## src/sv/mm_pkg.sv

```systemverilog
// Shared types, constants and helper functions of the matrix multiply block.
package mm_pkg;

	localparam int MAX_DIM    = 8;
	localparam int VALUE_BITS = 16;
	localparam int PROD_W     = 35;
	localparam int DIM_W      = 4;
	localparam int POS_W      = 3;
	localparam int FUNC_W     = 2;
	localparam int CFG_IDX_W  = 2;
	localparam int AW         = (MAX_DIM > 1) ? $clog2(MAX_DIM) : 1;

	localparam logic [FUNC_W-1:0] FUNC_WRITE_A = 2'd0;
	localparam logic [FUNC_W-1:0] FUNC_WRITE_B = 2'd1;
	localparam logic [FUNC_W-1:0] FUNC_COMPUTE = 2'd2;

	localparam logic [CFG_IDX_W-1:0] CFG_A_ROWS    = 2'd0;
	localparam logic [CFG_IDX_W-1:0] CFG_A_COLUMNS = 2'd1;
	localparam logic [CFG_IDX_W-1:0] CFG_B_ROWS    = 2'd2;
	localparam logic [CFG_IDX_W-1:0] CFG_B_COLUMNS = 2'd3;

	typedef enum logic {
		ST_IDLE,
		ST_RUN
	} seq_state_t;

	typedef struct packed {
		logic             valid;
		logic [POS_W-1:0] row;
		logic [POS_W-1:0] col;
		logic             last;
		logic             err;
	} token_t;

	typedef struct packed {
		logic                   a_we;
		logic                   b_we;
		logic [POS_W-1:0]       row;
		logic [POS_W-1:0]       col;
		logic [VALUE_BITS-1:0]  value;
	} entry_wr_t;

	typedef struct packed {
		logic                 we;
		logic [CFG_IDX_W-1:0] idx;
		logic [DIM_W-1:0]     data;
	} cfg_wr_t;

	typedef struct packed {
		logic             idle;
		logic [DIM_W-1:0] ac;
	} seq_stat_t;

	function automatic logic [DIM_W-1:0] eff_dim(input logic [DIM_W-1:0] r);
		return (r > DIM_W'(MAX_DIM)) ? DIM_W'(MAX_DIM) : r;
	endfunction

endpackage

```

## src/sv/mm_cell.sv

```systemverilog
// One cell of the multiply chain: holds one column of A and one row of B, adds its term.
module mm_cell import mm_pkg::*; (
	input  logic                      clk,
	input  logic                      arst_n,
	input  logic [DIM_W-1:0]          k_idx,
	input  logic [DIM_W-1:0]          ac,
	input  logic                      adv,
	input  entry_wr_t                 wr,
	input  token_t                    tok_in,
	input  logic signed [PROD_W-1:0]  sum_in,
	output token_t                    tok_out,
	output logic signed [PROD_W-1:0]  sum_out,
	output logic                      busy
);

	logic signed [VALUE_BITS-1:0] a_col_q [MAX_DIM];
	logic signed [VALUE_BITS-1:0] b_row_q [MAX_DIM];

	token_t                          tok_s1, tok_s2;
	logic signed [PROD_W-1:0]        prod_s1, sum_s1, sum_s2;
	logic signed [PROD_W-1:0]        prod_d;
	logic signed [2*VALUE_BITS-1:0]  mul_d;
	logic                            active;

	assign active = (k_idx < ac);

	always_comb begin
		prod_d = '0;
		mul_d  = a_col_q[tok_in.row[AW-1:0]] * b_row_q[tok_in.col[AW-1:0]];
		if (tok_in.valid && !tok_in.err && active) begin
			prod_d = PROD_W'(mul_d);
		end
	end

	always_ff @(posedge clk) begin
		if (wr.a_we && ({1'b0, wr.col} == {1'b0, k_idx[POS_W-1:0]})
				&& (k_idx[DIM_W-1] == 1'b0)) begin
			a_col_q[wr.row[AW-1:0]] <= wr.value;
		end
		if (wr.b_we && ({1'b0, wr.row} == {1'b0, k_idx[POS_W-1:0]})
				&& (k_idx[DIM_W-1] == 1'b0)) begin
			b_row_q[wr.col[AW-1:0]] <= wr.value;
		end
	end

	always_ff @(posedge clk or negedge arst_n) begin
		if (!arst_n) begin
			tok_s1 <= '0;
			tok_s2 <= '0;
		end else if (adv) begin
			tok_s1 <= tok_in;
			tok_s2 <= tok_s1;
		end
	end

	always_ff @(posedge clk) begin
		if (adv) begin
			prod_s1 <= prod_d;
			sum_s1  <= sum_in;
			sum_s2  <= sum_s1 + prod_s1;
		end
	end

	assign tok_out = tok_s2;
	assign sum_out = sum_s2;
	assign busy    = tok_s1.valid | tok_s2.valid;

	a_err_zero: assert property (@(posedge clk) disable iff (!arst_n)
		tok_s1.valid && tok_s1.err |-> prod_s1 == '0)
		else $error("error request picked up a nonzero term");

endmodule

```

## config.mk

```make
export PLATFORM = sky130hd
export DESIGN_NAME = mm_cell
export DESIGN_NICKNAME = d
export VERILOG_FILES = /design/src/sv/mm_pkg.sv /design/src/sv/mm_cell.sv
export SDC_FILE = /design/constraint.sdc
export NUM_CORES = 1
export LEC_CHECK = 0
export BUFFER_PORTS_ARGS = -buffer_cell sky130_fd_sc_hd__clkbuf_2
export CAP_MARGIN = 10
export CORE_MARGIN = 2
export CORE_UTILIZATION = 55
export CTS_BUF_LIST = sky130_fd_sc_hd__clkbuf_8
export CTS_CLUSTER_SIZE = 28
export DETAILED_ROUTE_END_ITERATION = 12
export GPL_TIMING_DRIVEN = 0
export PLACE_DENSITY = 0.81
export SLEW_MARGIN = 10
export SYNTH_ARGS = -nofsm -noshare
export SYNTH_HDL_FRONTEND = slang
export SYNTH_SLANG_ARGS = --single-unit
```

## constraint.sdc

```tcl
create_clock -name clk -period 13.4 [get_ports clk]
set_clock_uncertainty 0.1 [all_clocks]
set_input_delay 1.34 -clock clk [delete_from_list [all_inputs] [get_ports clk]]
set_output_delay 1.34 -clock clk [all_outputs]
set_load 0.02 [all_outputs]
```

== After elaboration in Yosys (flattened, before gate mapping) ==
Memory sizes are Yosys's and may differ from the RTL's.
Cells that the tools add are included.
Widths: inputs -> output; s select.

* Register bits: 120
* RAM bits: 256
* Bits of input ports: 79
* Output and inout port bits: 45
* Word-level logic and storage cells: 33
* Memories kept: 2

{| class="wikitable"
|+ Memories
! name !! depth !! bits a word !! rd ports !! clocked after memory_dff !! write ports !! RTL line !! source
|-
| a_col_q || 8 || 16 || 1 || 0 || 1 || mm_cell.sv:16 || <nowiki>logic signed [VALUE_BITS-1:0] a_col_q [MAX_DIM];</nowiki>
|-
| b_row_q || 8 || 16 || 1 || 0 || 1 || mm_cell.sv:17 || <nowiki>logic signed [VALUE_BITS-1:0] b_row_q [MAX_DIM];</nowiki>
|}

* Add/sub/neg operators: 1
* Multiply operators: 1
* Magnitude comparators: 1
* Equal/unequal tests: 2
* Multiplexer cells: 4
* Bitwise operators: 2
* Reduce and logical (&&, ||, !) cells: 7

{| class="wikitable"
|+ Operators by type and width
! kind !! number
|-
| $add 35x32->35 || 1
|-
| $mul 16x16->32 || 1
|-
| $eq 3x3->1 || 2
|-
| $logic_and 1x1->1 || 6
|-
| $lt 4x4->1 || 1
|-
| $mux 1 || 4
|-
| $logic_not 1->1 || 1
|-
| $not 1->1 || 1
|-
| $or 1x1->1 || 1
|}

== Depth between registers and ports, before layout ==
* Word-level depth: 5
* Depth in mapped cells: 28
* Depth with buffers taken out: 25

== Worst setup path after synthesis ==
No wires, ideal clock.

* Kind: in2reg
* Start point: input tok_in[2] (netlist bit)
* End point: register, netlist name prod_s1[31]
* Library setup time: 0.266 ns
* Arrival: 8.330 ns
* Data required time: 13.034 ns
* Setup slack: 4.704 ns
* Stages on the path: 26
* Path buffers: 3
* Path through: clkbuf_1 buf_1 mux4_2 mux2i_1 clkbuf_1 nor2_1 fa_1 inv_1 fa_1 fa_1 inv_1 fa_1 fa_1 inv_1 fa_1 inv_1 ha_1 nand2_1 o21ai_0 a211o_1 nor4b_1 o2111ai_1 a21o_1 a21oi_1 mux2i_1 o21ai_0

* Cells in the longest elaborated chain, start to end: 2

{| class="wikitable"
|+ Ends and longest elaborated chain
! item !! RTL line !! source
|-
| start, declared || mm_cell.sv:9 || <nowiki>input token_t tok_in,</nowiki>
|-
| $mem_v2 8x16 || - ||
|-
| $mul 16x16->32 || mm_cell.sv:29 || <nowiki>mul_d = a_col_q[tok_in.row[AW-1:0]] * b_row_q[tok_in.col[AW-1:0]];</nowiki>
|}

Every way passes these cells.
A chain may end at the register's enable or synchronous reset.

== Worst setup path after layout ==
* Start point: input tok_in[2] (netlist bit)
* End point: register, netlist name prod_s1[31]

* Cells in the longest elaborated chain, start to end: 2

{| class="wikitable"
|+ Ends and longest elaborated chain
! item !! RTL line
|-
| $mem_v2 8x16 || -
|-
| $mul 16x16->32 || mm_cell.sv:29
|}

Every way passes these cells.

==> metrics.csv <==
metric,value,unit
drt total wl,54730,um
Post-Syn Nets,2380,
Initial Util,0.5547,
1st-pass router iterations,5,
Final Cycle Share,0.7414,
synthesized area,25070,sq um
pin count of the biggest net entering global routing,67,
Syn. warnings,0,
RSZ-0062 raised after global routing,no,
CTS tree,built,
I/O pin total,124,
via/cell ratio,5.533,
initial DRC count,1343,
Sink Count,376,
run status,"complete, no violations",
Clock Pin Slew Worst Setup and Hold Paths,60,ps
clock buffer count from CTS,60,
Slew Limit Fails,0,
Worst-Margin Slew,1290,ps
asr flop ratio synth,0.04787,
total congestion overflow,0,
Post-synth EDFFs,358,
Worst Path Arrival,10230,ps
setup_tns,0,ps
Crit-path slowest cell,mux2i_1,
minimum clock period,9934,ps
Crit Path Max Fanout,10,
nets@finish,2577,
total track usage,0.2396,
Fin. Hold Viols,0,
worst-case clock buffer depth,3,
CP required,13700,ps
synthesized flop and latch total,376,
hold crit path type,reg2reg,
Port Buffer Count,118,
post-detail-place hpwl,42530,um
hold path depth,1,
CP startpoint kind,input port,
Crit path top cell by count,fa_1,
Max-Cap Viols,0,
Max H-tree Level,2,
Post-DRT Antenna Nets,0,
area growth from synthesis to final layout,11.39,%
"leading cell type in the layout, fill and taps excluded",edfxtp_1,
"Clk Latency, worst-skew pair",690,ps
most frequent cells in the layout,"358 x edfxtp_1, 315 x inv_1, 263 x fa_1",
share of cells above drive strength 1,0.1661,
CP max stage delay,970,ps
syn avg cell area,13.06,sq um
residual DRC count,0,
Post-CTS Setup Bufs,0,
initial antenna violation count,1,
first-pass GRT wire length,86570,um
CTS resizes,0,
Antenna Cells,0,
Placer Congestion,0.9439,
die area,47300,sq um
die width,217.5,um
fmax,0.1007,GHz
synthesized instance count,1919,
CP endpoint kind,register,
WS Path Type,in2reg,
"Seq/Total Area, Yosys",0.4468,
Root Buffer Master,clkbuf_8,
Rows,78,
R2R depth,24,
post-synthesis cell type count,56,
number of global-route vias before repair,16220,
Final setup viols,0,
via count,15310,
final design utilization,0.6179,
CORE AREA,45190,sq um
Synth Flop Type,edfxtp_1,
Avg WL per Cell,19.77,um
Die Span Y,217.5,um
# hold bufs at CTS,0,
Relative slew margins,0.1153,
## path summary, 6_finish.rpt
kind | start | end | slack [ps]
max in group asynchronous | arst_n | tok_s1[3]$_DFFE_PN0P_ | 12400
worst min-delay path | tok_out[1]$_DFFE_PN0P_ | tok_out[1]$_DFFE_PN0P_ | 400
worst max-delay path | tok_in[2] | prod_s1[31]$_SDFFCE_PN0P_ | 3470
worst min register to register | tok_out[1]$_DFFE_PN0P_ | tok_out[1]$_DFFE_PN0P_ | 400
min in group asynchronous | arst_n | tok_s1[1]$_DFFE_PN0P_ | 500
worst max register to register | b_row_q[7][4]$_DFFE_PP_ | prod_s1[31]$_SDFFCE_PN0P_ | 4940
## cell usage after synthesis (6+ instances only)
master    count  area share
a211oi_1      8      0.0024
o21bai_1      6      0.0018
xor2_1       16      0.0056
xnor2_1      51       0.018
clkbuf_1     35      0.0052
buf_1         9      0.0013
o21a_1       10      0.0030
dfrtp_1      18       0.018
nand2b_1     27      0.0067
or2_2        17      0.0042
fa_1        263        0.21
nand2_1     124       0.019
mux4_2       64       0.058
ha_1        119       0.059
nor2b_1       9      0.0022
mux2_2       39       0.018
and3_1        9      0.0022
nor2_1      204       0.031
nand3_1      12      0.0024
edfxtp_1    358        0.43
a21oi_1      48      0.0096
nor3_1       27      0.0054
inv_1       306       0.046
a21o_1       23      0.0069
and2_1        6      0.0015
o21ai_0      33      0.0066
mux2i_1      32       0.013
## metrics by stage
step | setup WS, ps | area [sq um] | std cells | hold slack, ps
after floorplan | 4704 | 25070 | 1919 | 375.0
after global placement | 2959 | 26410 | 2637 | 382.6
after detailed placement | 2810 | 26700 | 2654 | 390.5
after CTS | 3521 | 27920 | 2768 | 404.6
after global routing | 2921 | 27920 | 2768 | 422.8
final | 3466 | 27920 | 2768 | 404.6
## registers in the layout, indices dropped and copies added, names as in the netlist
register and flops:
a_col_q 128, b_row_q 128, prod_s1 32, sum_out 35
sum_s1 35, tok_out 9, tok_s1 9
## cell families after synthesis
group,after synthesis,synth area share
AND/OR/NAND/NOR,444,0.07672
adder cells (fa/ha/maj),382,0.2694
flip-flops,376,0.4468
buffers and inverters,350,0.05241
AO/OA/AOI/OAI,165,0.04338
multiplexers,135,0.08780
XOR/XNOR,67,0.02341
## worst max-delay path, delay by kind of cell
kind                       cells  cell delay (ps)
and+or+nand+nor                3              740
adders and majority gates      7             3340
AOI/OAI and AO/OA              6             1280
muxes                          3             1770
buffers and inverters          7             1750
## final cells by class
| type | instances | area, sq um |
|---|---|---|
| clock buffer | 60 | 825.8 |
| fill | 3294 | 17270 |
| sequential | 376 | 11200 |
| timing repair buffer | 135 | 830.8 |
| multi-input combinational | 1193 | 12610 |
| buffer | 44 | 165.2 |
| inverter | 306 | 1149 |
| clock inverter | 54 | 392.9 |
| tap | 600 | 750.7 |
## metal layers
layer / share of wire / GRT usage / vias to the layer above
met2: 0.50 / 0.4172 / 579
li1: - / - / 6906
met4: 0.029 / 0.08653 / 0
met5: 0 / 0 / -
met1: 0.40 / 0.3033 / 7717
met3: 0.069 / 0.04059 / 112
Power is left out: the tool's default activity adds up to more than one toggle a clock period on the data nets, which glitch-free logic cannot reach.
