File: config.mk
export PLATFORM = sky130hd
export DESIGN_NAME = mm_seq
export DESIGN_NICKNAME = d
export VERILOG_FILES = /design/src/sv/mm_pkg.sv /design/src/sv/mm_seq.sv
export SDC_FILE = /design/constraint.sdc
export NUM_CORES = 1
export LEC_CHECK = 0
export ABC_AREA = 0
export ABC_CLOCK_PERIOD_IN_PS = 3150
export BUFFER_PORTS_ARGS = -buffer_cell sky130_fd_sc_hd__buf_2
export CELL_PAD_IN_SITES_DETAIL_PLACEMENT = 0
export CELL_PAD_IN_SITES_GLOBAL_PLACEMENT = 2
export CORE_MARGIN = 10
export CORE_UTILIZATION = 40
export CTS_CLUSTER_DIAMETER = 150
export DETAILED_ROUTE_END_ITERATION = 8
export GPL_ROUTABILITY_DRIVEN = 0
export PLACE_DENSITY = 0.85
export SYNTH_ARGS = -nofsm -noshare
export SYNTH_HDL_FRONTEND = slang
export SYNTH_SLANG_ARGS = --single-unit
File: constraint.sdc
create_clock -name clk -period 3.15 [get_ports clk]
set_clock_uncertainty 0.05 [all_clocks]
set_input_delay 0.945 -clock clk [delete_from_list [all_inputs] [get_ports clk]]
set_output_delay 0.945 -clock clk [all_outputs]
set_load 0.05 [all_outputs]
File: src/sv/mm_pkg.sv
// Shared types, constants and helper functions of the matrix multiply block.
package mm_pkg;

	localparam int MAX_DIM    = 8;
	localparam int VALUE_BITS = 16;
	localparam int PROD_W     = 35;
	localparam int DIM_W      = 4;
	localparam int POS_W      = 3;
	localparam int FUNC_W     = 2;
	localparam int CFG_IDX_W  = 2;
	localparam int AW         = (MAX_DIM > 1) ? $clog2(MAX_DIM) : 1;

	localparam logic [FUNC_W-1:0] FUNC_WRITE_A = 2'd0;
	localparam logic [FUNC_W-1:0] FUNC_WRITE_B = 2'd1;
	localparam logic [FUNC_W-1:0] FUNC_COMPUTE = 2'd2;

	localparam logic [CFG_IDX_W-1:0] CFG_A_ROWS    = 2'd0;
	localparam logic [CFG_IDX_W-1:0] CFG_A_COLUMNS = 2'd1;
	localparam logic [CFG_IDX_W-1:0] CFG_B_ROWS    = 2'd2;
	localparam logic [CFG_IDX_W-1:0] CFG_B_COLUMNS = 2'd3;

	typedef enum logic {
		ST_IDLE,
		ST_RUN
	} seq_state_t;

	typedef struct packed {
		logic             valid;
		logic [POS_W-1:0] row;
		logic [POS_W-1:0] col;
		logic             last;
		logic             err;
	} token_t;

	typedef struct packed {
		logic                   a_we;
		logic                   b_we;
		logic [POS_W-1:0]       row;
		logic [POS_W-1:0]       col;
		logic [VALUE_BITS-1:0]  value;
	} entry_wr_t;

	typedef struct packed {
		logic                 we;
		logic [CFG_IDX_W-1:0] idx;
		logic [DIM_W-1:0]     data;
	} cfg_wr_t;

	typedef struct packed {
		logic             idle;
		logic [DIM_W-1:0] ac;
	} seq_stat_t;

	function automatic logic [DIM_W-1:0] eff_dim(input logic [DIM_W-1:0] r);
		return (r > DIM_W'(MAX_DIM)) ? DIM_W'(MAX_DIM) : r;
	endfunction

endpackage

File: src/sv/mm_seq.sv
// Configuration registers and the sequencer that issues one product position per cycle while the chain advances.
module mm_seq import mm_pkg::*; (
	input  logic      clk,
	input  logic      arst_n,
	input  cfg_wr_t   cfg_wr,
	input  logic      start,
	input  logic      adv,
	output token_t    tok,
	output seq_stat_t stat
);

	seq_state_t        state_q, state_d;
	token_t            tok_q, tok_d;
	logic [POS_W-1:0]  i_q, i_d, j_q, j_d;
	logic [DIM_W-1:0]  ar_q, ar_d, bc_q, bc_d, ac_q, ac_d;
	logic [DIM_W-1:0]  a_rows_q, a_columns_q, b_rows_q, b_columns_q;
	logic [DIM_W-1:0]  ar_e, ac_e, br_e, bc_e;
	logic              size_bad, run_last;

	always_ff @(posedge clk or negedge arst_n) begin
		if (!arst_n) begin
			a_rows_q    <= DIM_W'(8);
			a_columns_q <= DIM_W'(8);
			b_rows_q    <= DIM_W'(8);
			b_columns_q <= DIM_W'(8);
		end else if (cfg_wr.we) begin
			case (cfg_wr.idx)
				CFG_A_ROWS:    a_rows_q    <= cfg_wr.data;
				CFG_A_COLUMNS: a_columns_q <= cfg_wr.data;
				CFG_B_ROWS:    b_rows_q    <= cfg_wr.data;
				CFG_B_COLUMNS: b_columns_q <= cfg_wr.data;
				default: ;
			endcase
		end
	end

	assign ar_e = eff_dim(a_rows_q);
	assign ac_e = eff_dim(a_columns_q);
	assign br_e = eff_dim(b_rows_q);
	assign bc_e = eff_dim(b_columns_q);
	assign size_bad = (ac_e != br_e) || (ar_e == '0) || (ac_e == '0) || (bc_e == '0);
	assign run_last = ({1'b0, i_q} + 4'd1 == ar_q) && ({1'b0, j_q} + 4'd1 == bc_q);

	always_comb begin
		state_d = state_q;
		tok_d   = tok_q;
		i_d     = i_q;
		j_d     = j_q;
		ar_d    = ar_q;
		bc_d    = bc_q;
		ac_d    = ac_q;
		if (start) begin
			ar_d        = ar_e;
			bc_d        = bc_e;
			ac_d        = ac_e;
			tok_d       = '0;
			tok_d.valid = 1'b1;
			if (size_bad) begin
				tok_d.err  = 1'b1;
				tok_d.last = 1'b1;
			end else begin
				tok_d.last = (ar_e == DIM_W'(1)) && (bc_e == DIM_W'(1));
				if (!tok_d.last) begin
					state_d = ST_RUN;
				end
				if (bc_e == DIM_W'(1)) begin
					i_d = POS_W'(1);
					j_d = '0;
				end else begin
					i_d = '0;
					j_d = POS_W'(1);
				end
			end
		end else if (adv) begin
			case (state_q)
				ST_RUN: begin
					tok_d.valid = 1'b1;
					tok_d.row   = i_q;
					tok_d.col   = j_q;
					tok_d.last  = run_last;
					tok_d.err   = 1'b0;
					if (run_last) begin
						state_d = ST_IDLE;
					end
					if ({1'b0, j_q} + 4'd1 == bc_q) begin
						j_d = '0;
						i_d = i_q + POS_W'(1);
					end else begin
						j_d = j_q + POS_W'(1);
					end
				end
				ST_IDLE: tok_d.valid = 1'b0;
				default: state_d = ST_IDLE;
			endcase
		end
	end

	always_ff @(posedge clk or negedge arst_n) begin
		if (!arst_n) begin
			state_q <= ST_IDLE;
			tok_q   <= '0;
			i_q     <= '0;
			j_q     <= '0;
			ar_q    <= '0;
			bc_q    <= '0;
			ac_q    <= '0;
		end else begin
			state_q <= state_d;
			tok_q   <= tok_d;
			i_q     <= i_d;
			j_q     <= j_d;
			ar_q    <= ar_d;
			bc_q    <= bc_d;
			ac_q    <= ac_d;
		end
	end

	assign tok       = tok_q;
	assign stat.idle = (state_q == ST_IDLE) && !tok_q.valid;
	assign stat.ac   = ac_q;

	a_run_issues: assert property (@(posedge clk) disable iff (!arst_n)
		state_q == ST_RUN |-> tok_q.valid && !tok_q.err)
		else $error("sequencer running without a pending position");

	a_run_ends_last: assert property (@(posedge clk) disable iff (!arst_n)
		$fell(state_q == ST_RUN) |-> tok_q.last)
		else $error("run ended without issuing the last position");

endmodule

# Word-level counts from Yosys, hierarchy flattened
# Cells that the tools add are included.
# op_classes
addsub	4
n_lt_le_gt_ge	4
eq_ne	10
mux	28
bitwise_logic	1
n_reduce_logical	22
# op_table
operator	count
two-way mux 3 bit	10
two-way mux 9 bit	2
greater-than comparator 4 bit (second input constant)	4
two-way mux 4 bit	4
logical NOT 4 bit	3
two-way mux 1 bit	10
AND reduction 2 bit	5
adder 3 x 1 -> 4 bit (second input constant)	2
== test 4 x 1 -> 1 bit (second input constant)	2
== test 4 bit	2
two-way mux 8 bit	1
adder 3 x 1 -> 3 bit (second input constant)	2
AND reduction 3 bit	2
nonzero test 2 bit	3
== test 2 bit (second input constant)	2
inequality test 2 bit (second input constant)	2
inequality test 4 bit	1
AND reduction 4 bit	1
logical AND 1 bit	3
logical OR 1 bit	3
== test 2 x 1 -> 1 bit (second input constant)	1
logical NOT 2 bit	1
one-hot mux 1 bit (2 select lines)	1
logical NOT 1 bit	1
NOT 1 bit	1
# word_totals
regBits	44
input_bits	11
output_inout_bits	14
wordCells	84

# Depth between registers and ports, before layout
# Gate-level depths: netlist of run 1.
# logic_depth
ltp_word	8
depth_mapped	6
ltp_nobuf	6

# Worst setup path after synthesis of run 1
# Ideal clock, no wire load.
# synth_timing
path_type	register -> output
start	register tok_q, in the netlist tok[8]
end	output stat[4] (netlist bit)
arrival_time_ps	1283
required_ps	2155
slack_ps	872
stages_incl_launch_ff	2
path_buffers	0
path_cell_list	dfrtp_1 -> nor2_1
# synth_rtl
item	line	rtl
from (decl)	mm_seq.sv:13	token_t tok_q, tok_d;
from (signal assigned)	mm_seq.sv:109	tok_q <= tok_d;
to (decl)	mm_seq.sv:9	output seq_stat_t stat

# Worst setup path after layout of run 1
# layout_timing
start	input start
end	register i_q[1]
# layout_between
elab_chain_cells	2
elab_cells_between_ends	6
cone_classes	eq/ne: 1; mux: 1; reduce/logical: 4
# layout_rtl
item	line	rtl
from (decl)	mm_seq.sv:6	input logic start,
inequality test 2 bit (no source line) or nonzero test 2 bit (tied branches)	--	
AND reduction 4 bit (no source line)	--	
to (signal assigned)	mm_seq.sv:110	i_q <= i_d;
to (decl)	mm_seq.sv:14	logic [POS_W-1:0] i_q, i_d, j_q, j_d;
# Several ways; a longest one is shown, not always the timed one.
# A chain may end at the register's enable or synchronous reset.

==> run summary, run 1 <==
The post-route clock period utilization is 71.27%. For the first-pass GRT wire length, the log shows 7.645 mm. The nature of the critical path startpoint was a primary input. The synthesized net count is 199, and the H-tree depth reported by CTS is 2. The number of antenna diodes in the final layout is 0. Detailed routing inserted a total of 1,494 vias.

The total of flip-flops plus latches after synthesis was 44; the placeable core area was 5107 um^2. The number of primary I/O pins came out at 25. The class of the most critical hold timing path was reg -> reg.

In this run, distinct cell masters in the synthesized netlist total 42. The maximum number of pins on one net before global-route repair came out at 45. The average footprint of a synthesized cell is 11.38 um^2, and the maximum fanout encountered on the critical timing path is 24. The ratio of total power to cell area was 755.6 nW/um^2. The synthesized netlist occupies a cell area of 2116 um^2. Share of post-route cells with drive strength above 1: 28.64%. The die covers 8599 um^2. During placement, the flow inserted port buffers numbering 24. The logs give 41.43% for the initial core utilization and 0 for the initial antenna violation count.

No sink is reached through more buffers than the 2 on the longest clock path. Number of nets in the layout: 225. The post-synthesis cell type with the largest combined area was dfrtp_1. The fill cell instance count of the final layout was 495. Slowest stage cell on the critical path: nor4b_1. For the final HPWL from detailed placement, the log shows 3.371 mm.

In the routed design, unresolved DRC markers number 0. The library cells used most frequently in the layout, excluding fill and tap cells, are 40 x dfrtp_1, 24 x buf_2, 21 x mux2_2. Count of buffers added by post-CTS timing repair for setup: 0.

The critical path goes through buf_2 > nor4b_1 > o221ai_2 > nand2b_1 > a22o_1. Yosys printed 0 warnings. Clock-pin transition on the worst setup and hold timing paths: 0.09 ns. The number of global-route vias before repair came out at 1,610. The number of hold buffers added after CTS was 0. In this run, the number of DRC markers left after iteration 0 of detailed routing was 60.

At the pin with the least slew margin, the transition time is 0.9563 ns. Summed over all layers, the global routing overflow is 0. Fraction of post-synthesis cell area in the top cell type by area: 47.31%. For this run, the leading register cell type out of synthesis is dfrtp_1. In this run, CTS created clock tree buffers numbering 5. For the headroom to the max-slew limit, the log shows 36.25%. Post-CTS repair changed the size of 0 cells. The total leakage power was 1.056 nW; the register area was 1106 um^2. Summing internal, switching and leakage power gives 1.828 mW. Of the synthesized area, sequential elements account for 52.28%. At the worst endpoint, the arrival time is 2.39 ns. Leaving out fill and tap cells, the most frequent cell in the layout is dfrtp_1. After synthesis, the cell types taking the most area are dfrtp_1 47%, mux2_2 11%, dfstp_2 5.0%, nand3b_1 3.9%, o21ai_0 2.6%. In this run the clock root is driven by a clkbuf_8. The y dimension of the die came out at 92.73 um. In this run the remaining antenna-violating nets after routing total 0.

The logs give 26 for the number of standard-cell rows in the floorplan and 44 for the number of sinks handled by clock tree synthesis. Of all flip-flops after synthesis, the portion carrying an async set or reset was 100.0%. The number of enable-type register cells in the synthesized netlist was 0. The worst path in the final design needs a cycle of 2.245 ns, including I/O delays and setup.

Compared with the post-synthesis result, the final layout area differs by 14.37%. For the area occupied by multi-input gates, the log shows 938.4 um^2. Synthesis handed over a netlist of 186 instances. The via-per-instance ratio was 5.279. The run gives 0 as the final-report hold violation count. Max-cap violations in this run came to 0.

For this block, the routed nets add up to 4.435 mm of wire. Horizontal extent of the die: 92.73 um. The first detailed-routing pass took 4 iterations. On the worst path, the slowest cell contributes a delay of 0.38 ns. Global routing used 10.84% of the available tracks across all layers. TritonCTS built the clock tree. The worst endpoint required time was 3.29 ns; the number of max-slew violations in the final report was 0. The final sum of negative setup slack came out at 0 ns. Start-to-end type of the worst setup path: in -> reg.

The tools report the highest attainable clock frequency as 0.4455 GHz. For the worst-skew pair, the clock arrives at the later sink with an insertion delay of 0.30 ns. IR analysis of the VDD net gives a maximum drop of 297.2 uV. The run finished with clean final reports.

In the final routed layout, each cell accounts on average for 15.67 um. Setup repair after global routing left no endpoint under its margin. The run gives 0 as the final-report setup violation count. The tools report the type of destination of the critical path as a register.
-- final timing paths --
path	depth (start not counted)	to	slack (ns)	from
worst max-delay path	5	i_q[1]	0.91	start
worst min-delay path	1	tok[0]	0.45	tok[0]
worst max register to register	5	state_q	1.00	j_q[0]
worst min register to register	1	tok[0]	0.45	tok[0]
max in group asynchronous	1	b_rows_q[2]	1.71	arst_n
min in group asynchronous	1	bc_q[3]	0.75	arst_n
-- report_power, final --
| group | total, mW | internal, mW | switching [mW] |
|---|---|---|---|
| clock | 0.437 | 0.239 | 0.198 |
| combinational | 0.557 | 0.240 | 0.318 |
| sequential | 0.834 | 0.698 | 0.137 |
| total | 1.83 | 1.18 | 0.652 |
-- flip-flops by register name, indices dropped and copies added, names as in the netlist --
name         cells
bc_q             4
ar_q             4
a_columns_q      4
a_rows_q         4
j_q              3
b_columns_q      4
state_q          1
i_q              3
ac_q             4
tok              9
b_rows_q         4
-- layout make-up --
class | instances | share of cell area, %
clock inverter | 3 | 1.913
clock buffer | 5 | 2.844
tap | 70 | 3.619
timing repair buffer | 25 | 5.274
sequential | 44 | 45.71
inverter | 12 | 1.861
multi-input combinational | 124 | 38.78
-- cell families after synthesis --
logic type                 after synthesis  share of synthesized area (%)
buffers and inverters                   18                          3.370
adders and majority gates                2                          1.183
DFF                                     44                          52.28
muxes                                   22                          11.65
AOI/OAI and AO/OA                       37                          12.12
and+or+nand+nor                         55                          15.43
xor gates and xnor gates                 8                          3.962
-- Yosys cell counts, types with 3 or more instances --
library cell,number
dfrtp_1,40
mux2_2,21
inv_1,11
nand3b_1,11
o21ai_0,11
nand2_1,9
a21oi_1,8
nand3_1,7
nor2_1,6
nand2b_1,5
xor2_1,5
a22o_1,4
dfstp_2,4
nor2b_1,4
buf_2,3
clkbuf_1,3
nor4_1,3
-- routing by layer --
layer,global-route usage [%],vias to the layer above,share of wire [%]
li1,-,720,-
met1,12.14,739,44
met2,18.82,33,51
met3,3.793,2,5.2
met4,3.470,0,0.38
met5,0,-,0
-- worst max-delay path, delay by kind of cell --
| family | cells | cell delay, ns |
|---|---|---|
| simple gates | 2 | 0.61 |
| compound gates | 2 | 0.50 |
| buf+inv | 1 | 0.32 |
-- metrics by stage --
step | hold WS (ns) | area (um^2) | std cells | setup WS, ns | util [%]
2_1_floorplan | 0.4376 | 2116 | 186 | 0.8721 | -
3_3_place_gp | 0.4382 | 2305 | 275 | 0.6501 | 45.12
3_5_place_dp | 0.4252 | 2305 | 275 | 0.5598 | 45.12
4_1_cts | 0.4445 | 2420 | 283 | 0.8979 | 47.38
5_1_grt | 0.4502 | 2420 | 283 | 0.6895 | 47.38
6_report | 0.4464 | 2420 | 283 | 0.9051 | 47.38
No activity file was read; power rests on OpenSTA's default activity.
==> run 2, diff against run 1 <==
--- a/config.mk
+++ b/config.mk
@@ -6,16 +6,16 @@
 export NUM_CORES = 1
 export LEC_CHECK = 0
 export ABC_AREA = 0
-export ABC_CLOCK_PERIOD_IN_PS = 3150
+export ABC_CLOCK_PERIOD_IN_PS = 2100
 export BUFFER_PORTS_ARGS = -buffer_cell sky130_fd_sc_hd__buf_2
 export CELL_PAD_IN_SITES_DETAIL_PLACEMENT = 0
 export CELL_PAD_IN_SITES_GLOBAL_PLACEMENT = 2
 export CORE_MARGIN = 10
-export CORE_UTILIZATION = 40
+export CORE_UTILIZATION = 38
 export CTS_CLUSTER_DIAMETER = 150
 export DETAILED_ROUTE_END_ITERATION = 8
 export GPL_ROUTABILITY_DRIVEN = 0
-export PLACE_DENSITY = 0.85
+export PLACE_DENSITY = 0.81
 export SYNTH_ARGS = -nofsm -noshare
 export SYNTH_HDL_FRONTEND = slang
 export SYNTH_SLANG_ARGS = --single-unit
==> constraint.sdc (replaced) <==
create_clock -name clk -period 2.1 [get_ports clk]
set_clock_uncertainty 0.05 [all_clocks]
set_input_delay 0.63 -clock clk [delete_from_list [all_inputs] [get_ports clk]]
set_output_delay 0.63 -clock clk [all_outputs]
set_load 0.05 [all_outputs]
==> run 2 against run 1 <==
Effect of this change:
- register-to-register slack lost 0.87 ns
- wire length increased by 4.4%
- sequential share of layout area down 1.5 points
- non-clock buffer count up 10
- combinational power increased by 77%
==> run summary, run 2 (synthesis gave the netlist of run 1 again) <==
Timing would allow up to 0.5088 GHz. The tightest min-delay check is of the in -> async type. The number of DRC markers in iteration 0 came out at 69. The number of standard-cell rows in the floorplan is 27, and the clock latency at the later pin of the worst-skew pair is 0.29 ns.

In the final layout, flip-flops and latches occupy 1106 um^2. TritonCTS built the clock tree. Setup slack closes at 0.1348 ns.

The repair_antennas step left the layout with diodes totalling 0. Number of search-and-repair iterations in the first detailed-routing pass: 4. The most heavily used metal layer in global routing was met2. Setup violations remaining at the end of the flow were counted as 0. For the worst-case clock buffer depth, the log shows 2.

The number of max-slew violations in the final report is 0, and the maximum fanout encountered on the critical timing path is 5. In this run, CTS created clock tree buffers numbering 5. Power comes to 2.747 mW. For the pin with the worst max-slew slack, the measured transition is 0.5502 ns. For the first-pass GRT wire length, the log shows 7.935 mm. The maximum number of pins on one net before global-route repair is 26, and the count of port buffers added during placement is 24.

The critical path starts at j_q[1]. The floorplan step set the die width to 94.62 um. The detailed router placed 1,519 vias in this run. For the met2 global-route usage, the log shows 19.16%.

The tree built by TritonCTS fans out to 44 sinks. The clock-pin transition on the worst setup and hold timing paths was 0.08 ns; the pre-CTS setup slack was 0.07666 ns. The maximum vdd ir drop was 393.1 uV; the share of post-route cells with drive strength above 1 was 33.18%. Worst endpoint data arrival time: 2.10 ns. Final hold analysis gives a worst-case slack of 0.2706 ns.

Setup repair after global routing left no endpoint under its margin. Global routing consumed, over all layers together, 11.03% of the routing resources. The remaining antenna violation count after routing is 0, and the number of flip-flops in the largest register is 9. The die covers 8952 um^2.

Data on the critical path is required at its endpoint by 2.24 ns. The fill cell instance count of the final layout came out at 514. After layout, the worst path uses 93.58% of the clock period. The final-report hold violation count was 0; the total wirelength of the detailed-routed design was 4.630 mm. The worst setup path is launched from a register.

The tools report the type of destination of the critical path as a register. In the routed layout, each cell is associated on average with a via count of 5.149. In this run the static leakage power is 1.109 nW. The floorplan step defined a core boundary enclosing 5439 um^2.

For this run, global-route usage on met1 was measured as 13.00%. The run gives 0 as the max-cap check violation count. After routing, the total negative slack on setup checks comes to 0 ns. The die is 94.62 um tall.

For this design the top-level I/O count stands at 25. For this configuration, the core starts out at a cell density of 38.90%. The multi-input combinational cells in the finished layout cover a total of 954.7 um^2.

The final critical delay including setup and external delays is 1.965 ns, and the number of nets in the layout is 235. The initial antenna violation count is 0. The number of hold buffers added after cts is 0, and the headroom to the max-slew limit is 63.32%. The synthesis-to-finish area growth is 18.33%. The start-to-end type of the worst setup path is reg -> reg. In the layout the commonest cells are 40 x dfrtp_1, 24 x buf_2, 21 x mux2_2.

Dividing total power by cell area gives a power density of 1097 nW/um^2. The flow ran to the end, and the final reports show no timing, DRC or antenna violations. The worst register-to-register path begins at j_q[1].

Dividing the detail-routed wire length by the instance count gives 15.69 um. For this run, design rule violations remaining after detail routing come to 0. The cell sitting at the root of the clock tree is a clkbuf_8. The number of global-route vias before repair came out at 1,649. For this run, global-route usage on met3 was measured as 3.172%. In this run the number of H-tree levels came out at 2.

The logs give 3.555 mm for the final HPWL from detailed placement and 0 for the total grt overflow. Leaving out fill and tap cells, the most frequent cell in the layout is dfrtp_1.
-- run 2: final cells by class --
cell class | count | share of cell area (%)
sequential | 44 | 44.18
multi-input combinational | 124 | 38.13
timing repair buffer | 35 | 8.596
tap | 72 | 3.598
clock buffer | 6 | 3.298
inverter | 12 | 1.799
clock inverter | 2 | 0.3998
-- run 2: critical path, cell delays in order, from the launching register on --
cell       delay [ns]
dfrtp_1          0.42
ha_2             0.21
xnor3_1          0.38
o2111ai_2        0.12
or4b_1           0.51
a22o_1           0.18
-- run 2: per-stage QoR --
stage / util, % / std cells / cell area [um^2]
6_report: 46.03 / 295 / 2504
3_5_place_dp: 43.89 / 286 / 2387
2_1_floorplan: - / 186 / 2116
5_1_grt: 46.03 / 295 / 2504
3_3_place_gp: 43.89 / 286 / 2387
4_1_cts: 45.59 / 294 / 2480
-- run 2: worst paths after layout --
kind | to | slack [ns] | cells past startpoint
setup / recovery | state_q | 0.13 | 5
hold / removal | tok[7] | 0.27 | 1
setup reg to reg | state_q | 0.13 | 5
hold reg to reg | tok[0] | 0.44 | 1
max in group asynchronous | b_columns_q[3] | 1.14 | 2
min in group clk | tok[0] | 0.44 | 1
-- run 2: timing repair --
| action | CTS | global route |
|---|---|---|
| endpoints found under the hold margin | 0 | 0 |
| resized for setup | 0 | 3 |
| setup endpoints to repair | 0 | 2 |
| buffers inserted | 0 | 1 |
-- run 2: power by group --
group / leakage, nW / switching [mW] / internal (mW) / total (mW)
Clock: 0.0510 / 0.274 / 0.263 / 0.536
Combinational: 0.523 / 0.544 / 0.442 / 0.986
Sequential: 0.535 / 0.178 / 1.05 / 1.23
Total: 1.11 / 0.995 / 1.75 / 2.75
-- run 2: routing by layer --
layer  up-vias  wire length [um]
met5         -                 0
met4         0                19
met3         2               204
met2        31              2332
met1       744              2074
li1        742                 -
